### src/rtl/vt_pkg.sv
// Shared types, constants and command/status structs for the VT100 parser.
package vt_pkg;

  localparam int MAX_PARAMS_DEF = 16;
  localparam int RESULT_CAP     = 16;
  localparam int BYTE_W         = 8;
  localparam int ACT_W          = 4;
  localparam int IDX_W          = 4;
  localparam int VAL_W          = 15;
  localparam int ACC_W          = 18;   // holds 16383*10+9

  localparam logic [BYTE_W-1:0] ESC_BYTE = 8'h1b;
  localparam logic [BYTE_W-1:0] TN_IAC   = 8'd255;
  localparam logic [BYTE_W-1:0] TN_SB    = 8'd250;
  localparam logic [BYTE_W-1:0] TN_SE    = 8'd240;
  localparam logic [BYTE_W-1:0] CH_BEL   = 8'h07;
  localparam logic [BYTE_W-1:0] CH_BS    = 8'h08;
  localparam logic [BYTE_W-1:0] CH_HT    = 8'h09;
  localparam logic [BYTE_W-1:0] CH_LF    = 8'h0a;
  localparam logic [BYTE_W-1:0] CH_VT    = 8'h0b;
  localparam logic [BYTE_W-1:0] CH_FF    = 8'h0c;
  localparam logic [BYTE_W-1:0] CH_CR    = 8'h0d;
  localparam logic [BYTE_W-1:0] CH_LBRK  = 8'h5b;  // '['
  localparam logic [BYTE_W-1:0] CH_HASH  = 8'h23;  // '#'
  localparam logic [BYTE_W-1:0] CH_LPAR  = 8'h28;  // '('
  localparam logic [BYTE_W-1:0] CH_RPAR  = 8'h29;  // ')'
  localparam logic [BYTE_W-1:0] CH_QMARK = 8'h3f;  // '?'
  localparam logic [BYTE_W-1:0] CH_SEMI  = 8'h3b;  // ';'
  localparam logic [BYTE_W-1:0] CH_ZERO  = 8'h30;
  localparam logic [BYTE_W-1:0] CH_NINE  = 8'h39;
  localparam logic [BYTE_W-1:0] CH_EIGHT = 8'h38;
  localparam logic [BYTE_W-1:0] CH_SPACE = 8'd32;
  localparam logic [BYTE_W-1:0] CH_TOP   = 8'd127;

  localparam logic signed [VAL_W-1:0] PARAM_DEFAULT = -15'sd1;
  localparam logic signed [VAL_W-1:0] PARAM_QMARK   = -15'sd2;
  localparam logic signed [VAL_W-1:0] PARAM_SAT     = 15'sd16383;

  typedef enum logic [ACT_W-1:0] {
    ACT_PRINT = 4'd0,
    ACT_BELL  = 4'd1,
    ACT_BS    = 4'd2,
    ACT_TAB   = 4'd3,
    ACT_LF    = 4'd4,
    ACT_CR    = 4'd5,
    ACT_ESC   = 4'd6,
    ACT_CSI   = 4'd7,
    ACT_ALIGN = 4'd8
  } action_t;

  typedef enum logic [3:0] {
    PS_GROUND = 4'd0,
    PS_ESC    = 4'd1,
    PS_CSI    = 4'd2,
    PS_HASH   = 4'd3,
    PS_LPAREN = 4'd4,
    PS_RPAREN = 4'd5,
    PS_IAC    = 4'd6,
    PS_SB     = 4'd7,
    PS_SB_IAC = 4'd8,
    PS_OPT    = 4'd9
  } parse_t;

  typedef enum logic [1:0] {
    CS_IDLE,
    CS_ESC2,
    CS_EMIT_RD,
    CS_EMIT_LD
  } seq_t;

  typedef enum logic [1:0] {
    CH_IN,
    CH_ESC,
    CH_HELD
  } char_sel_t;

  typedef struct packed {
    logic bs;
    logic esc;
    logic iac;
    logic sb;
    logic se;
    logic lbrack;
    logic hash;
    logic lparen;
    logic rparen;
    logic esc_final;
    logic digit;
    logic qmark;
    logic semi;
    logic eight;
    logic printable;
    logic bel;
    logic ht;
    logic lf;
    logic cr;
  } byte_flags_t;

  typedef struct packed {
    byte_flags_t flags;
    logic        out_free;
    logic        emit_done;
  } dp_stat_t;

  typedef struct packed {
    logic      take_byte;
    logic      clear_params;
    logic      acc_digit;
    logic      qmark;
    logic      semi;
    logic      emit_start;
    logic      emit_read;
    logic      emit_load;
    logic      out_load;
    action_t   out_act;
    char_sel_t out_char;
    logic      out_last;
  } dp_cmd_t;

endpackage

### src/rtl/vt_if.sv
// Handshake channel interfaces for host bytes and parser results.
interface vt_in_if;
  logic                         valid;
  logic                         ready;
  logic [vt_pkg::BYTE_W-1:0]    in_byte;
  logic                         chunk_end;
  modport source (output valid, output in_byte, output chunk_end, input ready);
  modport sink (input valid, input in_byte, input chunk_end, output ready);
endinterface

interface vt_out_if;
  logic                             valid;
  logic                             ready;
  logic [vt_pkg::ACT_W-1:0]         action;
  logic [vt_pkg::BYTE_W-1:0]        char_code;
  logic [vt_pkg::IDX_W-1:0]         param_index;
  logic signed [vt_pkg::VAL_W-1:0]  param_value;
  logic                             last;
  modport source (output valid, output action, output char_code, output param_index,
                  output param_value, output last, input ready);
  modport sink (input valid, input action, input char_code, input param_index,
                input param_value, input last, output ready);
endinterface

### src/rtl/vt_ctl.sv
// Parse-state controller and result sequencer for the VT100 parser.
module vt_ctl (
  input  logic            clk,
  input  logic            rst,
  input  logic            in_valid,
  output logic            in_ready,
  input  vt_pkg::dp_stat_t stat,
  output vt_pkg::dp_cmd_t  cmd
);

  vt_pkg::parse_t parse, parse_next;
  vt_pkg::seq_t   seq, seq_next;
  logic           accept;

  assign in_ready = (seq == vt_pkg::CS_IDLE) && stat.out_free;
  assign accept   = in_valid && in_ready;

  always_ff @(posedge clk) begin
    if (rst) begin
      parse <= vt_pkg::PS_GROUND;
      seq   <= vt_pkg::CS_IDLE;
    end else begin
      parse <= parse_next;
      seq   <= seq_next;
    end
  end

  // next state
  always_comb begin
    parse_next = parse;
    seq_next   = seq;
    case (seq)
      vt_pkg::CS_IDLE: begin
        if (accept) begin
          case (parse)
            vt_pkg::PS_ESC: begin
              if (stat.flags.bs) parse_next = vt_pkg::PS_ESC;
              else if (stat.flags.lbrack) parse_next = vt_pkg::PS_CSI;
              else if (stat.flags.hash) parse_next = vt_pkg::PS_HASH;
              else if (stat.flags.lparen) parse_next = vt_pkg::PS_LPAREN;
              else if (stat.flags.rparen) parse_next = vt_pkg::PS_RPAREN;
              else if (stat.flags.esc_final) parse_next = vt_pkg::PS_GROUND;
              else begin
                parse_next = vt_pkg::PS_GROUND;
                seq_next   = vt_pkg::CS_ESC2;
              end
            end
            vt_pkg::PS_CSI: begin
              if (!(stat.flags.bs || stat.flags.digit || stat.flags.qmark ||
                    stat.flags.semi)) begin
                parse_next = vt_pkg::PS_GROUND;
                seq_next   = vt_pkg::CS_EMIT_RD;
              end
            end
            vt_pkg::PS_HASH, vt_pkg::PS_LPAREN, vt_pkg::PS_RPAREN: begin
              if (!stat.flags.bs) parse_next = vt_pkg::PS_GROUND;
            end
            vt_pkg::PS_IAC: begin
              if (stat.flags.iac) parse_next = vt_pkg::PS_GROUND;
              else if (stat.flags.sb) parse_next = vt_pkg::PS_SB;
              else parse_next = vt_pkg::PS_OPT;
            end
            vt_pkg::PS_SB: begin
              if (stat.flags.iac) parse_next = vt_pkg::PS_SB_IAC;
            end
            vt_pkg::PS_SB_IAC: begin
              if (stat.flags.iac) parse_next = vt_pkg::PS_SB;
              else if (stat.flags.se) parse_next = vt_pkg::PS_GROUND;
            end
            vt_pkg::PS_OPT: parse_next = vt_pkg::PS_GROUND;
            default: begin
              if (stat.flags.esc) parse_next = vt_pkg::PS_ESC;
              else if (stat.flags.iac) parse_next = vt_pkg::PS_IAC;
              else parse_next = vt_pkg::PS_GROUND;
            end
          endcase
        end
      end
      vt_pkg::CS_ESC2: begin
        if (stat.out_free) seq_next = vt_pkg::CS_IDLE;
      end
      vt_pkg::CS_EMIT_RD: seq_next = vt_pkg::CS_EMIT_LD;
      vt_pkg::CS_EMIT_LD: begin
        if (stat.out_free) begin
          seq_next = stat.emit_done ? vt_pkg::CS_IDLE : vt_pkg::CS_EMIT_RD;
        end
      end
      default: seq_next = vt_pkg::CS_IDLE;
    endcase
  end

  // commands to the datapath
  always_comb begin
    cmd          = '0;
    cmd.out_act  = vt_pkg::ACT_PRINT;
    cmd.out_char = vt_pkg::CH_IN;
    cmd.out_last = 1'b1;
    case (seq)
      vt_pkg::CS_IDLE: begin
        if (accept) begin
          cmd.take_byte = 1'b1;
          case (parse)
            vt_pkg::PS_ESC: begin
              if (stat.flags.bs) begin
                cmd.out_load = 1'b1;
                cmd.out_act  = vt_pkg::ACT_BS;
              end else if (stat.flags.lbrack) begin
                cmd.clear_params = 1'b1;
              end else if (stat.flags.esc_final) begin
                cmd.out_load = 1'b1;
                cmd.out_act  = vt_pkg::ACT_ESC;
              end else if (!(stat.flags.hash || stat.flags.lparen ||
                             stat.flags.rparen)) begin
                // unknown final: ESC itself goes out first, the byte follows
                cmd.out_load = 1'b1;
                cmd.out_char = vt_pkg::CH_ESC;
                cmd.out_last = 1'b0;
              end
            end
            vt_pkg::PS_CSI: begin
              if (stat.flags.bs) begin
                cmd.out_load = 1'b1;
                cmd.out_act  = vt_pkg::ACT_BS;
              end else if (stat.flags.digit) begin
                cmd.acc_digit = 1'b1;
              end else if (stat.flags.qmark) begin
                cmd.qmark = 1'b1;
              end else if (stat.flags.semi) begin
                cmd.semi = 1'b1;
              end else begin
                cmd.emit_start = 1'b1;
              end
            end
            vt_pkg::PS_HASH: begin
              if (stat.flags.bs) begin
                cmd.out_load = 1'b1;
                cmd.out_act  = vt_pkg::ACT_BS;
              end else if (stat.flags.eight) begin
                cmd.out_load = 1'b1;
                cmd.out_act  = vt_pkg::ACT_ALIGN;
              end
            end
            vt_pkg::PS_LPAREN, vt_pkg::PS_RPAREN: begin
              if (stat.flags.bs) begin
                cmd.out_load = 1'b1;
                cmd.out_act  = vt_pkg::ACT_BS;
              end
            end
            vt_pkg::PS_IAC, vt_pkg::PS_SB, vt_pkg::PS_SB_IAC, vt_pkg::PS_OPT: begin
              cmd.out_load = 1'b0;
            end
            default: begin
              if (stat.flags.printable) begin
                cmd.out_load = 1'b1;
              end else if (stat.flags.bel) begin
                cmd.out_load = 1'b1;
                cmd.out_act  = vt_pkg::ACT_BELL;
              end else if (stat.flags.bs) begin
                cmd.out_load = 1'b1;
                cmd.out_act  = vt_pkg::ACT_BS;
              end else if (stat.flags.ht) begin
                cmd.out_load = 1'b1;
                cmd.out_act  = vt_pkg::ACT_TAB;
              end else if (stat.flags.lf) begin
                cmd.out_load = 1'b1;
                cmd.out_act  = vt_pkg::ACT_LF;
              end else if (stat.flags.cr) begin
                cmd.out_load = 1'b1;
                cmd.out_act  = vt_pkg::ACT_CR;
              end
            end
          endcase
        end
      end
      vt_pkg::CS_ESC2: begin
        if (stat.out_free) begin
          cmd.out_load = 1'b1;
          cmd.out_char = vt_pkg::CH_HELD;
        end
      end
      vt_pkg::CS_EMIT_RD: cmd.emit_read = 1'b1;
      vt_pkg::CS_EMIT_LD: begin
        if (stat.out_free) cmd.emit_load = 1'b1;
      end
      default: cmd.out_load = 1'b0;
    endcase
  end

endmodule

### src/rtl/vt_dp.sv
// Datapath: byte decode, CSI parameter store, emit counter and result register.
module vt_dp #(
  parameter int MAX_PARAMS = vt_pkg::MAX_PARAMS_DEF
) (
  input  logic                            clk,
  input  logic                            rst,
  input  logic [vt_pkg::BYTE_W-1:0]       in_byte,
  input  vt_pkg::dp_cmd_t                 cmd,
  output vt_pkg::dp_stat_t                stat,
  input  logic                            out_ready,
  output logic                            out_valid,
  output logic [vt_pkg::ACT_W-1:0]        out_action,
  output logic [vt_pkg::BYTE_W-1:0]       out_char_code,
  output logic [vt_pkg::IDX_W-1:0]        out_param_index,
  output logic signed [vt_pkg::VAL_W-1:0] out_param_value,
  output logic                            out_last
);

  localparam int PW = (MAX_PARAMS > 1) ? $clog2(MAX_PARAMS) : 1;
  localparam logic [PW-1:0] PTR_MAX = PW'(MAX_PARAMS - 1);

  logic [vt_pkg::VAL_W-1:0] mem [MAX_PARAMS];
  logic [MAX_PARAMS-1:0]    pvalid;
  logic [PW-1:0]            ptr;
  logic [PW-1:0]            k;
  logic signed [vt_pkg::VAL_W-1:0] cur;
  logic [vt_pkg::VAL_W-1:0] rd_data;
  logic                     rd_vld;
  logic [vt_pkg::BYTE_W-1:0] held;

  vt_pkg::byte_flags_t      f;
  logic                     out_free;
  logic                     ptr_full;
  logic [vt_pkg::ACC_W-1:0] acc_base;
  logic [vt_pkg::ACC_W-1:0] acc_sum;
  logic signed [vt_pkg::VAL_W-1:0] acc_val;
  logic signed [vt_pkg::VAL_W-1:0] emit_val;
  logic [vt_pkg::BYTE_W-1:0] load_char;

  // byte decode
  always_comb begin
    f           = '0;
    f.bs        = (in_byte == vt_pkg::CH_BS);
    f.esc       = (in_byte == vt_pkg::ESC_BYTE);
    f.iac       = (in_byte == vt_pkg::TN_IAC);
    f.sb        = (in_byte == vt_pkg::TN_SB);
    f.se        = (in_byte == vt_pkg::TN_SE);
    f.lbrack    = (in_byte == vt_pkg::CH_LBRK);
    f.hash      = (in_byte == vt_pkg::CH_HASH);
    f.lparen    = (in_byte == vt_pkg::CH_LPAR);
    f.rparen    = (in_byte == vt_pkg::CH_RPAR);
    f.digit     = (in_byte >= vt_pkg::CH_ZERO) && (in_byte <= vt_pkg::CH_NINE);
    f.qmark     = (in_byte == vt_pkg::CH_QMARK);
    f.semi      = (in_byte == vt_pkg::CH_SEMI);
    f.eight     = (in_byte == vt_pkg::CH_EIGHT);
    f.printable = (in_byte >= vt_pkg::CH_SPACE) && (in_byte <= vt_pkg::CH_TOP);
    f.bel       = (in_byte == vt_pkg::CH_BEL);
    f.ht        = (in_byte == vt_pkg::CH_HT);
    f.lf        = (in_byte == vt_pkg::CH_LF) || (in_byte == vt_pkg::CH_VT) ||
                  (in_byte == vt_pkg::CH_FF);
    f.cr        = (in_byte == vt_pkg::CH_CR);
    case (in_byte)
      8'h3e, 8'h3d, 8'h37, 8'h38, 8'h44, 8'h45, 8'h48, 8'h4d, 8'h5a: f.esc_final = 1'b1;
      default: f.esc_final = 1'b0;
    endcase
  end

  assign out_free = !out_valid || out_ready;
  assign ptr_full = (ptr == PTR_MAX);

  assign stat.flags     = f;
  assign stat.out_free  = out_free;
  assign stat.emit_done = (k == ptr) || (int'(k) == vt_pkg::RESULT_CAP - 1);

  // decimal accumulate; a negative entry starts over from zero
  always_comb begin
    acc_base = cur[vt_pkg::VAL_W-1] ? '0 : vt_pkg::ACC_W'($unsigned(cur));
    acc_sum  = acc_base * vt_pkg::ACC_W'(10) + vt_pkg::ACC_W'(in_byte[3:0]);
    if (acc_sum > vt_pkg::ACC_W'($unsigned(vt_pkg::PARAM_SAT))) acc_val = vt_pkg::PARAM_SAT;
    else acc_val = $signed(acc_sum[vt_pkg::VAL_W-1:0]);
  end

  // the entry under the pointer lives in cur, not yet in the store
  always_comb begin
    if (k == ptr) emit_val = cur;
    else if (rd_vld) emit_val = $signed(rd_data);
    else emit_val = vt_pkg::PARAM_DEFAULT;
  end

  always_comb begin
    case (cmd.out_char)
      vt_pkg::CH_ESC:  load_char = vt_pkg::ESC_BYTE;
      vt_pkg::CH_HELD: load_char = held;
      default:         load_char = in_byte;
    endcase
  end

  // parameter store
  always_ff @(posedge clk) begin
    if (cmd.qmark) mem[ptr] <= vt_pkg::PARAM_QMARK;
    else if (cmd.semi) mem[ptr] <= cur;
    if (cmd.emit_read) rd_data <= mem[k];
  end

  always_ff @(posedge clk) begin
    if (rst) begin
      pvalid <= '0;
      ptr    <= '0;
      cur    <= vt_pkg::PARAM_DEFAULT;
      rd_vld <= 1'b0;
    end else begin
      if (cmd.emit_read) rd_vld <= pvalid[k];
      if (cmd.clear_params) begin
        pvalid <= '0;
        ptr    <= '0;
        cur    <= vt_pkg::PARAM_DEFAULT;
      end else if (cmd.acc_digit) begin
        cur <= acc_val;
      end else if (cmd.qmark || cmd.semi) begin
        pvalid[ptr] <= 1'b1;
        if (!ptr_full) begin
          ptr <= ptr + 1'b1;
          cur <= vt_pkg::PARAM_DEFAULT;
        end else if (cmd.qmark) begin
          cur <= vt_pkg::PARAM_QMARK;
        end
      end
    end
  end

  // held byte and emit counter
  always_ff @(posedge clk) begin
    if (cmd.take_byte) held <= in_byte;
    if (cmd.emit_start) k <= '0;
    else if (cmd.emit_load) k <= k + 1'b1;
  end

  // result register
  always_ff @(posedge clk) begin
    if (rst) begin
      out_valid <= 1'b0;
    end else if (cmd.out_load || cmd.emit_load) begin
      out_valid <= 1'b1;
    end else if (out_ready) begin
      out_valid <= 1'b0;
    end
  end

  always_ff @(posedge clk) begin
    if (cmd.emit_load) begin
      out_action      <= vt_pkg::ACT_CSI;
      out_char_code   <= held;
      out_param_index <= vt_pkg::IDX_W'(k);
      out_param_value <= emit_val;
      out_last        <= stat.emit_done;
    end else if (cmd.out_load) begin
      out_action      <= cmd.out_act;
      out_char_code   <= load_char;
      out_param_index <= '0;
      out_param_value <= '0;
      out_last        <= cmd.out_last;
    end
  end

endmodule

### src/rtl/vt100_escape_sequence_parser.sv
// Top level of the VT100 escape sequence parser with telnet IAC skipping.
//  channel | modport          | beat
//  host    | vt_in_if.sink    | one received byte (in_byte, chunk_end)
//  result  | vt_out_if.source | action, char_code, param_index, param_value, last
// Control and printable bytes, escape finals: one per cycle unless results stall.
// Unknown ESC final: two beats, ESC and then the held byte once the result is free.
// A CSI final reports min(pointer+1,16) parameters, each in two steps (registered
// store read, then result load); host ready is low until the last one is loaded.
// Reset clears the parse state, the pointer and the store valid bits at once.
// A stalled result is held in the result register; host ready follows it.
module vt100_escape_sequence_parser #(
  parameter int MAX_PARAMS = vt_pkg::MAX_PARAMS_DEF
) (
  input logic      clk,
  input logic      rst,
  vt_in_if.sink    host,
  vt_out_if.source result
);

  vt_pkg::dp_cmd_t  cmd;
  vt_pkg::dp_stat_t stat;

  vt_ctl u_ctl (
    .clk      (clk),
    .rst      (rst),
    .in_valid (host.valid),
    .in_ready (host.ready),
    .stat     (stat),
    .cmd      (cmd)
  );

  vt_dp #(
    .MAX_PARAMS (MAX_PARAMS)
  ) u_dp (
    .clk             (clk),
    .rst             (rst),
    .in_byte         (host.in_byte),
    .cmd             (cmd),
    .stat            (stat),
    .out_ready       (result.ready),
    .out_valid       (result.valid),
    .out_action      (result.action),
    .out_char_code   (result.char_code),
    .out_param_index (result.param_index),
    .out_param_value (result.param_value),
    .out_last        (result.last)
  );

endmodule

### src/flat_wrapper.sv
// flat-port wrapper written by rule: the top's interface ports become plain ports
module vt100_escape_sequence_parser_flat 
#(
  parameter int MAX_PARAMS = vt_pkg::MAX_PARAMS_DEF
)
  (clk, rst, host_valid, host_in_byte, host_chunk_end, host_ready, result_valid, result_action, result_char_code, result_param_index, result_param_value, result_last, result_ready);
  vt_in_if host_i ();
  vt_out_if result_i ();
  input logic clk;
  input logic rst;
  input wire logic [$bits(host_i.valid)-1:0] host_valid;
  input wire logic [$bits(host_i.in_byte)-1:0] host_in_byte;
  input wire logic [$bits(host_i.chunk_end)-1:0] host_chunk_end;
  output wire logic [$bits(host_i.ready)-1:0] host_ready;
  output wire logic [$bits(result_i.valid)-1:0] result_valid;
  output wire logic [$bits(result_i.action)-1:0] result_action;
  output wire logic [$bits(result_i.char_code)-1:0] result_char_code;
  output wire logic [$bits(result_i.param_index)-1:0] result_param_index;
  output wire logic [$bits(result_i.param_value)-1:0] result_param_value;
  output wire logic [$bits(result_i.last)-1:0] result_last;
  input wire logic [$bits(result_i.ready)-1:0] result_ready;
  assign host_i.valid = host_valid;
  assign host_i.in_byte = host_in_byte;
  assign host_i.chunk_end = host_chunk_end;
  assign host_ready = host_i.ready;
  assign result_valid = result_i.valid;
  assign result_action = result_i.action;
  assign result_char_code = result_i.char_code;
  assign result_param_index = result_i.param_index;
  assign result_param_value = result_i.param_value;
  assign result_last = result_i.last;
  assign result_i.ready = result_ready;
  vt100_escape_sequence_parser #(.MAX_PARAMS(MAX_PARAMS)) u_core (.clk(clk), .rst(rst), .host(host_i), .result(result_i));
endmodule
### config.mk
export PLATFORM = sky130hd
export DESIGN_NAME = vt100_escape_sequence_parser_flat
export DESIGN_NICKNAME = d
export VERILOG_FILES = /design/src/rtl/vt_pkg.sv /design/src/rtl/vt_if.sv /design/src/rtl/vt_ctl.sv /design/src/rtl/vt_dp.sv /design/src/rtl/vt100_escape_sequence_parser.sv /design/src/flat_wrapper.sv
export SDC_FILE = /design/constraint.sdc
export NUM_CORES = 1
export LEC_CHECK = 0
export BUFFER_PORTS_ARGS = -buffer_cell sky130_fd_sc_hd__buf_2
export CORE_ASPECT_RATIO = 0.9
export CORE_MARGIN = 2
export CORE_UTILIZATION = 65
export CTS_BUF_LIST = sky130_fd_sc_hd__clkbuf_8
export CTS_CLUSTER_SIZE = 40
export DETAILED_ROUTE_END_ITERATION = 7
export PLACE_DENSITY = 0.83
export SYNTH_ARGS = -nofsm -noshare
export SYNTH_HDL_FRONTEND = slang
export SYNTH_SLANG_ARGS = --single-unit
export TNS_END_PERCENT = 5
### constraint.sdc
create_clock -name clk -period 10.18 [get_ports clk]
set_input_delay 3.054 -clock clk [delete_from_list [all_inputs] [get_ports clk]]
set_output_delay 3.054 -clock clk [all_outputs]
set_load 0.05 [all_outputs]
# [Word level (Yosys, flattened, before mapping)]
# Memory sizes are Yosys's and may differ from the RTL's. A register that Yosys moved wholly into a read port is not among the register bits.
# Cells that the tools add are included.
[word_totals] ff_bits=87 elab_cells=222 mem_count=1 output_inout_bits=34 ramBits=240
[op_classes] multipliers=1 bitwise=4 order_cmp=8 reduce_logical=31 addsub=3 n_eq_ne=59 n_mux=101
[mem_list] name="u_core.u_dp.mem" words=16 word_bits=15 read_ports=1 rd_clocked_by_memory_dff=1 write_ports=1 line="vt_dp.sv:22" source="logic [vt_pkg::VAL_W-1:0] mem [MAX_PARAMS];"
[op_table] op="$mux 15" count=10
[op_table] op="$eq 8x6->1 const B" count=9
[op_table] op="$mux 4" count=13
[op_table] op="$eq 8x4->1 const B" count=6
[op_table] op="$eq 8x7->1 const B" count=6
[op_table] op="$mux 5" count=9
[op_table] op="$mux 3" count=11
[op_table] op="$mux 8" count=4
[op_table] op="$mux 2" count=15
[op_table] op="$pmux 4 s7" count=1
[op_table] op="$mux 1" count=26
[op_table] op="$eq 8x8->1 const B" count=3
[op_table] op="$ne 3x3->1 const B" count=7
[op_table] op="$add 18x4->18" count=1
[op_table] op="$gt 18x14->1 const B" count=1
[op_table] op="$mul 14x3->17 const B" count=1
[op_table] op="$eq 4x3->1 const B" count=4
[op_table] op="$ge 8x6->1 const B" count=2
[op_table] op="$or 16x16->16" count=1
[op_table] op="$pmux 4 s4" count=1
[op_table] op="$pmux 8 s2" count=1
[op_table] op="$mux 14" count=1
[op_table] op="$eq 4x4->1 const B" count=3
[op_table] op="$mux 6" count=2
[op_table] op="37 further kinds" count=69

# [Logic depth before layout (Yosys ltp)]
# Gate-level depths: netlist (run 1).
[depth] depth_word=15 mapped_depth=14 ltp_nobuf=11

# [Cells and area by module]
# A second synthesis (run 1) with hierarchy kept.
[hier_totals] cells_unflattened=1031 area_unflattened_um2=15491.1
[modules_own_cells] mod="vt_dp" seq_area_each_um2=9639.2 cells_per_inst=912 area_each_um2=14646.5 instances=1
[modules_own_cells] mod="vt_ctl" seq_area_each_um2=120.1 cells_per_inst=119 area_each_um2=844.6 instances=1

# [Worst setup path before layout (run 1)]
# OpenSTA, ideal clock, no wires.
[synth_timing] path_type="input-to-output" startpoint="input port result_ready" endpoint="output port host_ready" path_buffers=1 arrival_ps=3730 path_slack_ps=3396 path_stages=3 path_cell_list="nand2b_1 buf_2 and2_1"
[synth_via] elab_chain_cells=2
[synth_lines] item="start, declared" line="flat_wrapper.sv:21" source="input wire logic [$bits(result_i.ready)-1:0] result_ready;"
[synth_lines] item="$logic_or 1x1->1" line="vt_dp.sv:68" source="assign out_free = !out_valid || out_ready;"
[synth_lines] item="$logic_and 1x1->1" line="vt_ctl.sv:15" source="assign in_ready = (seq == vt_pkg::CS_IDLE) && stat.out_free;"
[synth_lines] item="end, declared" line="flat_wrapper.sv:14" source="output wire logic [$bits(host_i.ready)-1:0] host_ready;"
# Every way passes these cells.

# [Worst setup path in the final report (run 1)]
# Same ends and word-level chain as after synthesis.

==> results.tsv, run 1 <==
stage	metric	value	unit
synth	Synth Flop Type	edfxtp_1	
clock_network	# Post-CTS Setup Buffers	0	
clock_network	TritonCTS clock tree	yes	
synth	mapped cell area	15300	um^2
synth	synth unique cells	83	
placement	hpwl dp	21400	um
sta	final setup fails	0	
sta	fin crit period	6.91	ns
synth	net count after synthesis	1050	
worst_setup_path	Most common cell on crit path	buf_2	
die	Vert. Die Dim	150	um
grt	antenna violations before repair	1	
drt	WL/cell	24.4	um
synth	Syn Inst Count	1009	
worst_setup_path	critical path peak fanout	8	
clock_network	post-CTS resize count	0	
final_layout	number of inserted diodes	0	
drt	Vias	9229	
synth	#FFs+latches synth	342	
sta	RSZ-0062 raised after global routing	false	
grt	largest net degree at the start of global routing	69	
run	Max-Cap Viols	0	
sta	final worst-path cycle share	67.9	%
sta	Worst Skew	0.0201	ns
placement	# placed instances	1318	
final_layout	final cell count without fillers	1408	
synth	Post-synth ARST share	0	%
synth	number of synthesized flops with an enable pin	291	
synth	share of the synthesized area in the top cell type	57.0	%
drt	# DRC	0	
worst_setup_path	Setup crit end kind	primary output	
drt	DRT Wirelength	34400	um
drt	Starting DRT DRC Count	1314	
synth	sequential fraction of the synthesis area	63.6	%
clock_network	hold buffer count at CTS	0	
final_layout	most frequent cells in the layout	edfxtp_1 (291), mux4_2 (80), nor2_1 (78), clkbuf_8 (54)	
die	Starting Density	65.9	%
drt	TritonRoute pass-1 iters	5	
grt	first-pass GRT wire length	52100	um
worst_setup_path	CP Class	input pin to primary output	
clock_network	CTS max path bufs	3	
worst_setup_path	Worst path slowest cell	buf_2	
worst_setup_path	worst-path cell chain	buf_2, nand2b_1, and2_1, buf_2	
sta	slew of the pin with the lowest slew margin	1.16	ns
sta	setup TNS	0	ns
die	die area	24800	um^2
sta	Final Hold Viols	0	
grt	GRT Total Usage	27.8	%
clock_network	Reg clk slew, reported paths	0.06	ns
grt	grt total ovfl	0	
clock_network	Clk Tree Root Cell	clkbuf_8	
synth	Yosys top cell by area	edfxtp_1	
placement	IO buf count	45	
final_layout	layout cells sized above 1	23.5	%
power	Static Leak	6.38	nW
die	Row Count	53	
sta	Fmax	145	MHz
power	maximum VDD drop	165	uV
clock_network	H-tree levels	2	
die	IO Count	47	
final_layout	commonest non-fill, non-tap cell in the layout	edfxtp_1	
final_layout	Area growth, synth to finish	9.90	%
clock_network	worst skew pair latency	0.58	ns
placement	Placer Congestion	0.893	
die	die width	166	um
worst_setup_path	Critical Path Source Type	input pin	
power	PD cells	176	nW/um^2
sta	worst relative slew slack	22.6	%
run_status	status	complete, no violations	
worst_setup_path	CP required	7.13	ns
worst_setup_path	critical path's largest stage delay	0.26	ns
sta	final slew viol count	0	
clock_network	TritonCTS buffer count	50	
die	core area	23300	um^2
clock_network	Sink Count	342	
synth	average cell area after synthesis	15.2	um^2
drt	post-DR vias/cell	6.55	
worst_setup_path	Worst EP arrival	3.86	ns
synth	top cells by area, synth	edfxtp_1 (57%), mux4_2 (12%), dfxtp_1 (6.7%), ha_1 (2.2%), nor2_1 (1.9%)	
grt	vias in the first global route	8975	
drt	ANT nets after route	0	
final_layout	Nets	1109	
min_path	worst min-delay path class	flip-flop to flip-flop	
synth	Synthesis Warnings	0	
==> cell families after synthesis <==
group                      Yosys count  share of synthesized area, %
DFF                                342                          63.6
and+or+nand+nor                    257                          9.02
AOI/OAI and AO/OA                  163                          8.05
buffers and inverters               97                          2.76
muxes                               86                          12.1
xor gates and xnor gates            35                          2.00
adders and majority gates           29                          2.40
==> path summary, 6_finish.rpt <==
| check | start | endpoint | slack, ns | depth (start not counted) |
|---|---|---|---|---|
| max reg2reg | u_core.u_dp.cur[14]$_SDFFE_PP1P_ | u_core.u_dp.cur[5]$_SDFFE_PP1P_ | 6.14 | 11 |
| min | u_core.u_dp.pvalid[2]$_SDFFE_PP0P_ | u_core.u_dp.pvalid[2]$_SDFFE_PP0P_ | 0.46 | 1 |
| max | result_ready | host_ready | 3.27 | 4 |
| min reg2reg | u_core.u_dp.pvalid[2]$_SDFFE_PP0P_ | u_core.u_dp.pvalid[2]$_SDFFE_PP0P_ | 0.46 | 1 |
==> routing by layer <==
layer	share of wire (%)	vias up	global-route usage, %
met5	0	-	0
met3	9.6	55	4.55
li1	-	4066	-
met1	40	4604	39.9
met2	48	504	45.5
met4	1.8	0	7.43
==> through the flow <==
step	util, %	setup slack [ns]	power (mW)	hold WS (ns)	area [um^2]
6_report	72.4	3.27	2.97	0.462	16900
4_1_cts	72.4	3.26	2.99	0.463	16900
3_5_place_dp	68.1	3.26	1.91	0.448	15900
3_3_place_gp	68.1	3.27	1.90	0.442	15900
5_1_grt	72.4	3.20	3.06	0.487	16900
2_1_floorplan	-	3.40	1.84	0.435	15300
==> layout make-up <==
type                    count  area [um^2]
fillers                  1408         6420
well taps                 302          378
repair buffers             69          405
multi-input cells         570         5180
inverters                  35          131
flip-flops and latches    342         9760
clock buffers              54          743
clock inverters            36          256
==> cells in the mapped netlist (7+ instances only) <==
| library cell | number |
|---|---|
| a211oi_1 | 7 |
| clkbuf_1 | 25 |
| dfxtp_1 | 51 |
| o21a_1 | 19 |
| buf_2 | 18 |
| xnor2_1 | 19 |
| nand3_1 | 16 |
| mux4_2 | 80 |
| and3_1 | 7 |
| ha_1 | 27 |
| nand2_1 | 37 |
| nor2b_1 | 20 |
| edfxtp_1 | 291 |
| inv_1 | 35 |
| a21oi_2 | 11 |
| nand2b_1 | 24 |
| o211ai_1 | 7 |
| a311oi_1 | 17 |
| xor2_1 | 16 |
| nor3_1 | 15 |
| nor2_1 | 79 |
| o21ai_0 | 14 |
| a21oi_1 | 34 |
| and2_1 | 16 |
| buf_1 | 11 |
==> worst max-delay path: cells and delay by family <==
kind / cells / cell delay, ns
buf+inv: 2 / 0.35
simple gates: 2 / 0.44
==> state kept, by name (all words and copies together) (netlist names), 4 cells and up <==
signal                       count
u_core.u_dp.held                 8
u_core.u_ctl.parse               4
u_core.u_dp.k                    4
u_core.u_dp.ptr                  4
u_core.u_dp.out_action           4
u_core.u_dp.out_char_code        8
u_core.u_dp.cur                 15
u_core.u_dp.out_param_value     15
u_core.u_dp.mem                240
u_core.u_dp.pvalid              16
u_core.u_dp.rd_data             15
u_core.u_dp.out_param_index      4
==> power by group <==
part | internal (mW) | switching [mW] | total (mW)
Clock | 0.573 | 0.517 | 1.09
Sequential | 1.55 | 0.0297 | 1.58
Combinational | 0.0866 | 0.212 | 0.299
Power figures use the tool's default switching activity.
==> inputs of run 2 (changes only) <==
- ABC_AREA: unset -> 1
- clock period: 10.18 -> 7 ns (I/O delays scaled with it)
==> run 2 against run 1 <==
Compared with the run above:
- hold slack got worse by 0.010 ns
- flip-flop and latch count unchanged
- power grew 73%
- largest power group unchanged
- register-to-register slack got worse by 3.0 ns
- sequential share of layout area down 0.74 points
- the flow now finishes with violations (design-rule violations)
- via count is 28% higher
- combinational power increased to 3.9 times the previous value
- highest routed layer unchanged
- count of clock-buffer cells in the layout is 2 higher
- wire length grew 8.9%
- die area grew 2.0%
- clock power is 40% higher
==> results.tsv, run 2 <==
stage	metric	value	unit
power	sequential power share	47.7	%
sta	setup TNS	0	ns
clock_network	TritonCTS clock tree	yes	
power	Static Leak	7.37	nW
drt	DRT Wirelength	37400	um
placement	hpwl dp	23200	um
worst_setup_path	critical path peak fanout	3	
power	PD cells	300	nW/um^2
worst_setup_path	Critical Path Source Type	input pin	
grt	GRT Total Usage	29.6	%
clock_network	Sink Count	342	
final_layout	number of inserted diodes	0	
clock_network	Clk Tree Root Cell	clkbuf_8	
clock_network	Reg clk slew, reported paths	0.06	ns
grt	largest net degree at the start of global routing	107	
grt	vias in the first global route	11095	
die	core area	23500	um^2
synth	synth unique cells	45	
worst_setup_path	critical path's largest stage delay	0.28	ns
worst_setup_path	Worst EP arrival	2.72	ns
sta	Final Hold Viols	0	
drt	ANT nets after route	0	
synth	Synth top cells by count	edfxtp_1 (291), nor2_1 (262), nand2_1 (223)	
run	Max-Cap Viols	0	
synth	#FFs+latches synth	342	
sta	worst relative slew slack	20.0	%
final_layout	commonest non-fill, non-tap cell in the layout	edfxtp_1	
worst_setup_path	Register-to-Register Path Depth	19	
grt	first-pass GRT wire length	57800	um
synth	largest family of logic cells by synthesized area	simple AND/OR/NAND/NOR gates	
synth	share of the synthesized area in the top cell type	55.8	%
synth	adder-cell share of the synthesized area	2.29	%
power	sw power	1.72	mW
final_layout	layout cells sized above 1	11.1	%
clock_network	# Post-CTS Setup Buffers	0	
sta	RSZ-0062 raised after global routing	false	
power	Net Sw Frac	33.5	%
power	internal power	3.41	mW
die	die width	168	um
min_path	worst min-delay path class	flip-flop to flip-flop	
synth	Synthesis Warnings	0	
min_path	WHS Path Cells	2	
die	IO Count	47	
synth	top-count cell post-synth	edfxtp_1	
synth	mux contribution to synthesized area	0	%
sta	slew of the pin with the lowest slew margin	1.20	ns
die	die area	25300	um^2
synth	simple-gate share of the synthesized area	17.4	%
clock_network	TritonCTS buffer count	50	
placement	IO buf count	45	
drt	Starting DRT DRC Count	1622	
synth	Yosys top cell by area	edfxtp_1	
synth	Synth Area in XOR/XNOR	0.504	%
die	Starting Density	66.7	%
worst_setup_path	CP required	4.90	ns
worst_setup_path	Worst path slowest cell	buf_2	
sta	Fmax	207	MHz
clock_network	H-tree levels	2	
worst_setup_path	worst-path cell chain	buf_2, inv_1, nand2_1, inv_1, nor2_2, buf_2	
sta	final setup fails	0	
drt	# DRC	4	
run_status	status	finished, violations left	
final_layout	final core utilization	72.7	%
clock_network	post-CTS resize count	0	
final_layout	max reg flops	240	
drt	WL/cell	19.2	um
synth	Post-synth ARST share	0	%
run_status	failing checks	design-rule violations	
final_layout	Top reg by flops	u_core.u_dp.mem	
worst_setup_path	CP Class	input pin to primary output	
sta	final worst-path cycle share	68.9	%
sta	fin crit period	4.82	ns
synth	complex-gate fraction of the synthesized area	11.8	%
synth	sequential fraction of the synthesis area	62.4	%
synth	number of synthesized flops with an enable pin	291	
synth	top cells by area, synth	edfxtp_1 (56%), dfxtp_1 (6.5%), nor2_1 (6.3%), nand2_1 (5.3%), o21ai_0 (5.2%)	
final_layout	Multi-input gate area	5020	um^2
die	Vert. Die Dim	151	um
grt	antenna violations before repair	0	
synth	average cell area after synthesis	10.0	um^2
sta	Fin Hold WS	0.452	ns
power	maximum VDD drop	216	uV
drt	post-DR vias/cell	6.05	
sta	Worst Skew	0.0398	ns
drt	Vias	11784	
die	Row Count	53	
clock_network	CTS max path bufs	3	
final_layout	register area	9760	um^2
sta	Final WS setup	2.18	ns
power	combinational power share	22.6	%
final_layout	fill count	1644	
sta	final slew viol count	0	
final_layout	Area growth, synth to finish	9.12	%
synth	Synth Flop Type	edfxtp_1	
power	clock share of power	29.8	%
drt	TritonRoute pass-1 iters	8	
placement	post-place setup slack	1.97	ns
synth	Syn Inst Count	1558	
synth	mapped cell area	15600	um^2
final_layout	biggest regs	u_core.u_dp.mem x240, u_core.u_dp.pvalid x16	
clock_network	hold buffer count at CTS	0	
synth	net count after synthesis	1599	
worst_setup_path	Setup crit end kind	primary output	
clock_network	worst skew pair latency	0.60	ns
final_layout	most frequent cells in the layout	edfxtp_1 (291), nor2_1 (258), nand2_1 (223), o21ai_0 (164), inv_1 (151)	
grt	grt total ovfl	0	
final_layout	Nets	1648	
placement	Placer Congestion	0.924	
==> run 2: changes by cell type in the layout (fill, tap and decap cells not counted), sizes merged, moves of 24 or more <==
cell	delta
mux4	-80
o21ai	+157
nand2	+197
nand3	+69
nor2	+193
o22ai	+43
nand2b	-24
inv	+118
==> run 2: cell type report <==
class / instances / area share [%]
flip-flops and latches: 342 / 57.2
multi-input cells: 995 / 29.4
clock buffers: 56 / 4.51
inverters: 151 / 3.34
repair buffers: 67 / 2.29
well taps: 302 / 2.21
clock inverters: 34 / 1.07
==> run 2: metal layers <==
layer,routed length [um],global-route usage [%]
met5,0,0
met4,1070,11.5
met3,3100,4.81
met2,17700,49.0
met1,15600,40.0
==> run 2: cell families after synthesis <==
group / count (synthesis)
compound gates: 316
xor+xnor: 9
fa+ha+maj: 28
buf+inv: 221
flops: 342
simple gates: 642
==> run 2: power groups by stage <==
stage,Clock (mW),Sequential [mW],Combinational [mW]
after floorplan,0,2.78,0.559
after global placement,0,2.48,1.12
after detailed placement,0,2.48,1.14
after CTS,1.54,2.44,1.15
after global routing,1.61,2.46,1.24
final,1.53,2.44,1.16
==> run 2: worst paths after layout <==
kind,startpoint,to,slack (ns)
worst min-delay path,u_core.u_dp.out_action[0]$_SDFFE_PP1P_,u_core.u_dp.out_action[0]$_SDFFE_PP1P_,0.45
worst min register to register,u_core.u_dp.out_action[0]$_SDFFE_PP1P_,u_core.u_dp.out_action[0]$_SDFFE_PP1P_,0.45
worst max-delay path,result_ready,host_ready,2.18
worst max register to register,u_core.u_dp.cur[14]$_SDFFE_PP1P_,u_core.u_dp.cur[6]$_SDFFE_PP1P_,3.17
==> run 2: worst max-delay path, delay by kind of cell <==
family | cells | cell delay, ns
and+or+nand+nor | 2 | 0.16
buffers and inverters | 4 | 0.46
==> run 2: metrics by stage <==
step | std cells | cell area [um^2] | power [mW]
6_report | 1947 | 17100 | 5.13
5_1_grt | 1947 | 17100 | 5.31
4_1_cts | 1947 | 17100 | 5.13
3_5_place_dp | 1857 | 16100 | 3.63
3_3_place_gp | 1857 | 16100 | 3.60
2_1_floorplan | 1558 | 15600 | 3.34
==> inputs of run 3 (changes only) <==
- CORE_UTILIZATION: 65 -> 58
- PLACE_DENSITY: 0.83 -> 0.78
- clock period: 7 -> 4.35 ns (I/O delays scaled with it)
==> run 3 against run 2 <==
Compared with the run above:
- critical path type is now flip-flop to flip-flop
- final cell count increased by 3.9%
- flip-flop and latch count unchanged
- power increased by 61%
- sequential share of layout area decreased by 0.93 points
- the run now ends clean
- wire length increased by 3.0%
- die area increased by 12%
- largest power group unchanged
- first-iteration DRC count decreased by 39%
- count of clock-buffer cells in the layout decreased by 3
- global-route usage decreased by 2.1 points
- register-to-register slack got worse by 2.5 ns
- sequential power increased by 61%
==> results.tsv, run 3 (synthesized netlist as in run 2, its figures left out) <==
stage	metric	value	unit
drt	Starting DRT DRC Count	985	
final_layout	number of inserted diodes	0	
clock_network	CTS max path bufs	3	
placement	IO buf count	45	
sta	slew of the pin with the lowest slew margin	0.835	ns
sta	Fmax	275	MHz
final_layout	Multi-input gate area	5050	um^2
worst_setup_path	Reg2Reg Launch Point	u_core.u_dp.cur[14]$_SDFFE_PP1P_	
placement	# placed instances	1926	
final_layout	final cell count without fillers	2022	
clock_network	hold buffer count at CTS	0	
drt	Vias	11702	
final_layout	commonest non-fill, non-tap cell in the layout	edfxtp_1	
clock_network	H-tree levels	2	
run	Max-Cap Viols	0	
grt	antenna violations before repair	0	
grt	largest net degree at the start of global routing	81	
drt	WL/cell	19.1	um
clock_network	TritonCTS buffer count	52	
final_layout	layout cells sized above 1	12.8	%
die	Vert. Die Dim	160	um
clock_network	Reg clk slew, reported paths	0.06	ns
placement	Area after DPL	16400	um^2
sta	final slew viol count	0	
clock_network	Clk Tree Root Cell	clkbuf_8	
grt	first-pass GRT wire length	60200	um
sta	final setup fails	0	
die	IO Count	47	
sta	Final Hold Viols	0	
final_layout	Top reg by flops	u_core.u_dp.mem	
power	Power Total	8.26	mW
sta	fin crit period	3.64	ns
drt	TritonRoute pass-1 iters	5	
clock_network	TritonCTS clock tree	yes	
die	Row Count	57	
drt	# DRC	0	
sta	setup TNS	0	ns
die	die area	28300	um^2
final_layout	most frequent cells in the layout	edfxtp_1 (291), nor2_1 (246), nand2_1 (223), o21ai_0 (164), inv_1 (157)	
sta	Fin Hold WS	0.462	ns
min_path	Hold Startpoint	u_core.u_dp.out_action[2]$_SDFFE_PP1P_	
grt	vias in the first global route	11467	
worst_setup_path	CP Class	flip-flop to flip-flop	
drt	ANT nets after route	0	
run_status	status	complete, no violations	
drt	post-DR vias/cell	5.79	
die	Starting Density	58.5	%
die	core area	26700	um^2
worst_setup_path	R2R Setup Slk	0.71	ns
final_layout	max reg flops	240	
grt	GRT Total Usage	27.4	%
final_layout	Area growth, synth to finish	10.9	%
sta	worst relative slew slack	44.0	%
power	maximum VDD drop	367	uV
worst_setup_path	Worst EP arrival	4.11	ns
worst_setup_path	Setup crit end kind	flip-flop	
final_layout	Nets	1667	
worst_setup_path	Critical Path Source Type	flip-flop	
power	Static Leak	7.49	nW
sta	Final WS setup	0.713	ns
placement	Placer Congestion	0.892	
power	PD cells	476	nW/um^2
placement	hpwl dp	24500	um
die	die width	177	um
final_layout	register area	9760	um^2
sta	Worst Skew	0.0410	ns
clock_network	post-CTS resize count	0	
sta	RSZ-0062 raised after global routing	false	
clock_network	worst skew pair latency	0.60	ns
placement	post-place setup slack	0.269	ns
min_path	worst min-delay path class	flip-flop to flip-flop	
final_layout	biggest regs	u_core.u_dp.mem x240, u_core.u_dp.pvalid x16	
worst_setup_path	CP required	4.83	ns
clock_network	# Post-CTS Setup Buffers	0	
drt	DRT Wirelength	38600	um
sta	final worst-path cycle share	83.6	%
grt	grt total ovfl	0	
final_layout	final core utilization	64.9	%
final_layout	Finished Cell Area	17400	um^2
worst_setup_path	critical path peak fanout	19	
final_layout	fill count	2139	
clock_network	Sink Count	342	
worst_setup_path	Worst Setup SP	u_core.u_dp.cur[14]$_SDFFE_PP1P_	
run 3: cell count changes in the layout (fill, tap and decap cells not counted), sizes merged:
| cell | before | now |
|---|---|---|
| buf | 67 | 84 |
| inv | 169 | 173 |
| clkinv | 15 | 20 |
| clkbuf | 56 | 53 |
run 3: worst paths after layout:
kind	endpoint	cells past startpoint
setup / recovery	u_core.u_dp.cur[12]$_SDFFE_PP1P_	19
setup reg to reg	u_core.u_dp.cur[12]$_SDFFE_PP1P_	19
hold / removal	u_core.u_dp.out_action[2]$_SDFFE_PP1P_	2
hold reg to reg	u_core.u_dp.out_action[2]$_SDFFE_PP1P_	2
run 3: power breakdown:
part / switching (mW) / total, mW / internal, mW
sequential: 0.103 / 3.92 / 3.81
clock: 1.24 / 2.44 / 1.20
combinational: 1.46 / 1.91 / 0.446
run 3: area by class of cell:
type,count,share of cell area [%]
sequential,342,56.3
multi-input combinational,995,29.1
clock buffer,53,4.20
timing repair buffer,84,3.34
inverter,151,3.29
tap,354,2.55
clock inverter,43,1.27
run 3: worst max-delay path, cell delays in order (launching register included):
cell,delay [ns]
dfxtp_1,0.53
inv_4,0.20
nand2_1,0.08
nor2_1,0.25
nor2_1,0.08
ha_1,0.27
fa_1,0.58
nand2_1,0.08
nor2_2,0.22
nand2_2,0.10
a21oi_4,0.15
nand2_2,0.11
nor2_4,0.15
nand2_1,0.06
nand2_1,0.07
nand2_2,0.06
nor2_4,0.28
nand3_1,0.13
nand2_1,0.08
nand2_1,0.06
run 3: layer usage:
metal	wire (um)	GRT usage, %	vias to the layer above
met2	18200	44.6	506
met3	3020	4.62	123
li1	-	-	5574
met5	0	0	-
met1	15800	36.5	5499
met4	1560	11.9	0
